File: src/rtl/assert_macros.svh
// ---------------------------------------------------------------------------
// assert_macros.svh
// Shared concurrent assertion macros, clocked on clk and disabled in reset.
// ---------------------------------------------------------------------------
`ifndef ASSERT_MACROS_SVH
`define ASSERT_MACROS_SVH

// Property holds at every edge outside reset.
`define FQ_ASSERT(label, prop, msg) \
  label: assert property (@(posedge clk) disable iff (rst) (prop)) else $error(msg);

// Antecedent at one edge implies consequent at the same edge.
`define FQ_ASSERT_IMP(label, ante, cons, msg) \
  label: assert property (@(posedge clk) disable iff (rst) (ante) |-> (cons)) else $error(msg);

`endif

File: src/rtl/fqsr_pkg.sv
// ---------------------------------------------------------------------------
// fqsr_pkg
// Types and constants shared by the search/remove queue and its cells.
// ---------------------------------------------------------------------------
package fqsr_pkg;

  localparam int DATA_W       = 32;
  localparam int CAPACITY_DEF = 16;

  typedef enum logic [1:0] {
    ACT_ENQUEUE  = 2'd0,
    ACT_DEQUEUE  = 2'd1,
    ACT_REMOVE   = 2'd2,
    ACT_CONTAINS = 2'd3
  } action_t;

  typedef enum logic [1:0] {
    ST_OK        = 2'd0,
    ST_EMPTY     = 2'd1,
    ST_NOT_FOUND = 2'd2,
    ST_FULL      = 2'd3
  } status_t;

  // Broadcast to every cell; all strobes low unless a beat is accepted.
  typedef struct packed {
    logic                     enq;        // append at first free cell
    logic                     shift_all;  // dequeue: whole row moves headward
    logic                     remove;     // cells from first match onward move
    logic signed [DATA_W-1:0] value;
  } cell_cmd_t;

endpackage

File: src/rtl/fqsr_cell.sv
// ---------------------------------------------------------------------------
// fqsr_cell
// One queue slot: holds an entry, compares it to the search value and takes
// its right neighbor's entry when the row closes a gap.
// ---------------------------------------------------------------------------
module fqsr_cell
  import fqsr_pkg::*;
(
  input  logic                     clk,
  input  logic                     rst,
  input  cell_cmd_t                cmd,
  input  logic                     left_valid,  // tied high for the head cell
  input  logic                     left_hit,    // match seen nearer the head
  input  logic                     right_valid, // tied low for the last cell
  input  logic signed [DATA_W-1:0] right_data,
  output logic                     valid,
  output logic signed [DATA_W-1:0] data,
  output logic                     hit_out,
  output logic                     valid_next,
  output logic                     take
);

  logic                     match;
  logic                     shift;
  logic signed [DATA_W-1:0] data_next;

  assign match   = valid && (data == cmd.value);
  assign hit_out = left_hit || match;
  assign shift   = cmd.shift_all || (cmd.remove && hit_out);
  assign take    = cmd.enq && !valid && left_valid;

  always_comb begin
    valid_next = valid;
    data_next  = data;
    if (shift) begin
      valid_next = right_valid;
      data_next  = right_data;
    end else if (take) begin
      valid_next = 1'b1;
      data_next  = cmd.value;
    end
  end

  always_ff @(posedge clk) begin
    if (rst) begin
      valid <= 1'b0;
    end else begin
      valid <= valid_next;
    end
  end

  always_ff @(posedge clk) begin
    data <= data_next;
  end

endmodule

File: src/rtl/fifo_queue_with_search_remove_unit.sv
// Latency: a result beat is presented the cycle after its input beat is accepted.
// Throughput: one beat per cycle while not stalled; each action is one cell-row update.
// The first-match search ripples a one-bit hit flag down the row of CAPACITY cells.
// in_ready drops only while a result beat waits with out_ready low.
// Reset (rst, synchronous, active high) empties the queue and drops any pending result;
// entry data is not cleared, since only occupied cells are ever read.
// ---------------------------------------------------------------------------
// fifo_queue_with_search_remove_unit
// Bounded FIFO of signed 32-bit values with enqueue, dequeue, remove-first-
// match and contains, built as a row of compare-and-shift cells.
// ---------------------------------------------------------------------------
`include "assert_macros.svh"

module fifo_queue_with_search_remove_unit
  import fqsr_pkg::*;
#(
  parameter int CAPACITY = CAPACITY_DEF
) (
  input  logic                     clk,
  input  logic                     rst,
  // input channel
  input  logic                     in_valid,
  output logic                     in_ready,
  input  logic [1:0]               action,
  input  logic signed [DATA_W-1:0] value,
  // result channel
  output logic                     out_valid,
  input  logic                     out_ready,
  output logic [1:0]               status,
  output logic signed [DATA_W-1:0] data_out,
  output logic                     found,
  output logic                     is_empty,
  output logic                     is_full
);

  logic      accept;
  action_t   act;
  cell_cmd_t cmd;

  // Per-cell taps of the row.
  logic [CAPACITY-1:0]             cell_valid;
  logic [CAPACITY-1:0]             cell_valid_next;
  logic [CAPACITY-1:0]             cell_hit;
  logic [CAPACITY-1:0]             cell_take;
  logic signed [DATA_W-1:0]        cell_data [CAPACITY];

  logic                     hit_end;
  status_t                  status_c;
  logic signed [DATA_W-1:0] data_c;
  logic                     found_c;

  // A waiting result blocks input only while the sink stalls.
  assign in_ready = !out_valid || out_ready;
  assign accept   = in_valid && in_ready;
  assign act      = action_t'(action);

  always_comb begin
    cmd           = '0;
    cmd.value     = value;
    cmd.enq       = accept && (act == ACT_ENQUEUE);
    cmd.shift_all = accept && (act == ACT_DEQUEUE);
    cmd.remove    = accept && (act == ACT_REMOVE);
  end

  // Cell 0 is the head. Hit flag runs head to tail, data flows tail to head.
  for (genvar i = 0; i < CAPACITY; i++) begin : g_cell
    logic                     lv;
    logic                     lh;
    logic                     rv;
    logic signed [DATA_W-1:0] rd;

    if (i == 0) begin : g_head
      assign lv = 1'b1;
      assign lh = 1'b0;
    end else begin : g_mid
      assign lv = cell_valid[i-1];
      assign lh = cell_hit[i-1];
    end

    if (i == CAPACITY-1) begin : g_tail
      assign rv = 1'b0;
      assign rd = '0;
    end else begin : g_inner
      assign rv = cell_valid[i+1];
      assign rd = cell_data[i+1];
    end

    fqsr_cell u_cell (
      .clk        (clk),
      .rst        (rst),
      .cmd        (cmd),
      .left_valid (lv),
      .left_hit   (lh),
      .right_valid(rv),
      .right_data (rd),
      .valid      (cell_valid[i]),
      .data       (cell_data[i]),
      .hit_out    (cell_hit[i]),
      .valid_next (cell_valid_next[i]),
      .take       (cell_take[i])
    );
  end

  assign hit_end = cell_hit[CAPACITY-1];

  // Result of the beat being accepted, from the row before its update.
  always_comb begin
    status_c = ST_OK;
    data_c   = '0;
    found_c  = 1'b0;
    unique case (act)
      ACT_ENQUEUE: begin
        if (cell_valid[CAPACITY-1]) begin
          status_c = ST_FULL;
        end
      end
      ACT_DEQUEUE: begin
        if (!cell_valid[0]) begin
          status_c = ST_EMPTY;
        end else begin
          data_c = cell_data[0];
        end
      end
      ACT_REMOVE: begin
        found_c = hit_end;
        if (!cell_valid[0]) begin
          status_c = ST_EMPTY;
        end else if (!hit_end) begin
          status_c = ST_NOT_FOUND;
        end
      end
      ACT_CONTAINS: begin
        found_c = hit_end;
      end
      default: begin
        status_c = ST_OK;
      end
    endcase
  end

  // Output register.
  always_ff @(posedge clk) begin
    if (rst) begin
      out_valid <= 1'b0;
    end else if (accept) begin
      out_valid <= 1'b1;
    end else if (out_ready) begin
      out_valid <= 1'b0;
    end
  end

  always_ff @(posedge clk) begin
    if (accept) begin
      status   <= status_c;
      data_out <= data_c;
      found    <= found_c;
      is_empty <= !cell_valid_next[0];
      is_full  <= cell_valid_next[CAPACITY-1];
    end
  end

  // Occupied cells must form an unbroken run from the head.
  logic [CAPACITY-1:0] vld_inc;
  assign vld_inc = cell_valid + {{(CAPACITY-1){1'b0}}, 1'b1};

  `FQ_ASSERT(a_valid_packed, (vld_inc & cell_valid) == '0, "queue cells not packed at head")
  `FQ_ASSERT(a_single_take, $onehot0(cell_take), "enqueue written into more than one cell")
  `FQ_ASSERT_IMP(a_found_ok, out_valid && found, status == ST_OK, "found with non-ok status")
  `FQ_ASSERT_IMP(a_empty_flag, out_valid && (status == ST_EMPTY), is_empty, "empty status on nonempty queue")

endmodule
File: config.mk
export PLATFORM = sky130hd
export DESIGN_NAME = fifo_queue_with_search_remove_unit
export DESIGN_NICKNAME = d
export VERILOG_FILES = /design/src/rtl/fqsr_pkg.sv /design/src/rtl/fqsr_cell.sv /design/src/rtl/fifo_queue_with_search_remove_unit.sv
export VERILOG_INCLUDE_DIRS = /design/src /design/src/rtl
export SDC_FILE = /design/constraint.sdc
export NUM_CORES = 2
export LEC_CHECK = 0
export BUFFER_PORTS_ARGS = -buffer_cell sky130_fd_sc_hd__buf_2
export CORE_UTILIZATION = 60
export DETAILED_ROUTE_END_ITERATION = 10
export GPL_TIMING_DRIVEN = 0
export PLACE_DENSITY = 0.79
export SYNTH_ARGS = -nofsm -noshare
export SYNTH_HDL_FRONTEND = slang
export SYNTH_HIERARCHICAL = 1
export SYNTH_SLANG_ARGS = --single-unit
File: constraint.sdc
create_clock -name clk -period 9.45 [get_ports clk]
set_input_delay 0.4725 -clock clk [delete_from_list [all_inputs] [get_ports clk]]
set_output_delay 0.4725 -clock clk [all_outputs]
set_load 0.05 [all_outputs]
==> impl_metrics.env <==
export IMPL_drc=0
export IMPL_die_area_mm2=0.05229
export IMPL_min_path_type="in2reg"
export IMPL_grt_max_degree=38
export IMPL_drv_cap=0
export IMPL_dpl_instance_area_mm2=0.03220
export IMPL_crit_path_max_fanout=32
export IMPL_grt_pass1_vias=18500
export IMPL_leakage_nw=11.23
export IMPL_finalCritPeriodShare_pct=70.28
export IMPL_wl_per_cell_um=23.04
export IMPL_worstHoldStart="in_valid"
export IMPL_power_density_mw_per_mm2=180.7
export IMPL_setup_tns_ps=0
export IMPL_die_w_um=228.7
export IMPL_dp_hpwl_mm=45.77
export IMPL_fmax_mhz=150.6
export IMPL_ir_drop_v=0.0001300
export IMPL_area_growth_pct=10.63
export IMPL_insertion_delay_ps=640
export IMPL_p_sw_mw=1.491
export IMPL_finalHoldViolations=0
export IMPL_overflow=0
export IMPL_pwr_share_clk_pct=37.3
export IMPL_power_share_sequential_pct=49.2
export IMPL_worstSetupStartpointType="input pin"
export IMPL_post_cts_setup_buffers=0
export IMPL_fin_skew_ps=22.99
export IMPL_min_period_ps=6642
export IMPL_start_util_pct=61.19
export IMPL_diodes=0
export IMPL_critical_path_class="in2reg"
export IMPL_first_pass_iters=5
export IMPL_post_cts_resized=0
export IMPL_grt_usage_pct=26.09
export IMPL_p_sw_share_pct=24.19
export IMPL_arrival_ps=6920
export IMPL_antenna_found_initial=0
export IMPL_worstRegToRegCells=23
export IMPL_combPwrFrac_pct=13.5
export IMPL_clk_pin_slew_ps=60
export IMPL_ys_warn_count=6
export IMPL_nNetsFinal=2255
export IMPL_syn_area_mm2=0.03082
export IMPL_setup_viol=0
export IMPL_tritoncts="done"
export IMPL_vias=17300
export IMPL_io_pins=77
export IMPL_internal_power_mw=4.671
export IMPL_worstSetupEndpointType="flop"
export IMPL_synth_cells=2044
export IMPL_fin_area_mm2=0.03410
export IMPL_finalMaxSlewViolations=0
export IMPL_fill_cells=3445
export IMPL_numPortBuffers=76
export IMPL_cts_sinks=566
export IMPL_relSlewSlack_pct=22.04
export IMPL_hold_buffers=0
export IMPL_status="complete, no violations"
export IMPL_core_area_mm2=0.05038
export IMPL_cts_buffers=59
export IMPL_gp_congestion=0.8130
export IMPL_worst_pin_slew_ps=1169
export IMPL_cts_htree_levels=2
export IMPL_setup_worst_path_start="value[11]"
export IMPL_cts_root_buf="clkbuf_16"
export IMPL_syn_mean_instance_area_um2=15.08
export IMPL_reg2reg_from="g_cell[0].u_cell/data[12]$_DFFE_PP_"
export IMPL_ant_nets=0
export IMPL_min_path_cells=3
export IMPL_drtIter0Drc=1181
export IMPL_cts_buffer_depth=3
export IMPL_layout_drive_gt1_share_pct=35.20
export IMPL_viasPerCell=5.885
export IMPL_crit_required_ps=9730
export IMPL_die_h_um=228.7
export IMPL_grt_first_pass_wirelength_mm=105.4
export IMPL_drt_total_wl_mm=67.72
export IMPL_rsz0062_at_grt="no"
export IMPL_rows=82
[worst max-delay path, cell delays in order]
cell and delay [ps]:
buf_2 760, xnor2_1 170, nand4_1 200, nor4_1 100, a31o_2 280, a31o_2 250, a31o_2 250, a31o_2 250
a31o_2 250, a31o_2 250, a31o_2 240, a31o_2 240, a31o_2 240, a31o_2 250, a31o_2 260, a31o_2 260
a31o_2 250, a31o_2 250, a31o_2 250, a31o_2 260, a21o_1 190, buf_6 150, buf_12 150, or2_2 600
[layout by cell type, fill, tap and decap left out, types with 17 or more instances in the layout]
cell type  instances
buf_12            48
mux2_2           432
a21oi_1           20
edfxtp_1         549
xnor2_1          465
buf_2             76
nor4_1            32
xor2_1            48
buf_6             19
clkbuf_16         60
nand4_1          112
nor2_1            32
inv_1             18
and2_4            19
conb_1            36
dfxtp_1           17
nand2_1           48
clkbuf_1          21
mux2_4            80
[final timing paths]
path | to | slack (ps)
hold / removal | out_valid$_SDFFE_PP0P_ | 150
hold reg to reg | g_cell[5].u_cell/valid$_SDFF_PP0_ | 510
setup reg to reg | g_cell[15].u_cell/data[0]$_DFFE_PP_ | 3060
setup / recovery | g_cell[15].u_cell/data[0]$_DFFE_PP_ | 2810
[through the flow]
step                      total power [mW]  std cells  hold slack, ps  setup slack (ps)  utilization, %
after floorplan                      3.658       2078           464.3              3856               -
after global placement               3.886       2826           494.6              2317           63.87
after detailed placement             3.913       2828           500.8              2240           63.91
after CTS                            6.194       2939           127.1              2886           67.69
after global routing                 6.358       2939           164.0              2670           67.69
final                                6.162       2939           149.0              2808           67.69
[state kept, by name (all words and copies together) (netlist names)]
name and count:
data_out 32, g_cell.u_cell/valid 16, status 2, out_valid 1
is_full 1, g_cell.u_cell/data 512, found 1, is_empty 1
[routing by layer]
layer  track usage (%)  vias up  share of wire (%)
met4             9.375        0                2.7
met3             2.769      143                3.5
met5                 0        -                  0
li1                  -     7977                  -
met2             48.71      412                 54
met1             30.89     8763                 40
[power by group through the flow]
stage	Combinational, mW	Sequential (mW)	Clock [mW]
floorplan	0.578	3.08	0
global placement	0.804	3.08	0
detailed placement	0.827	3.09	0
CTS	0.832	3.03	2.33
global route	0.888	3.04	2.43
finish	0.832	3.03	2.30
[final cells by class]
class                           count  area, um^2  share of cell area (%)
Inverter                           18       67.56                  0.1981
Timing Repair Buffer               78       395.4                   1.159
Clock inverter                     24       239.0                  0.7008
Multi-Input combinational cell   1427       12890                   37.81
Buffer                             67        1175                   3.445
Tap cell                          672       840.8                   2.466
Sequential cell                   566       16830                   49.34
Clock buffer                       87        1663                   4.876
(Power assumes the default switching activity.)
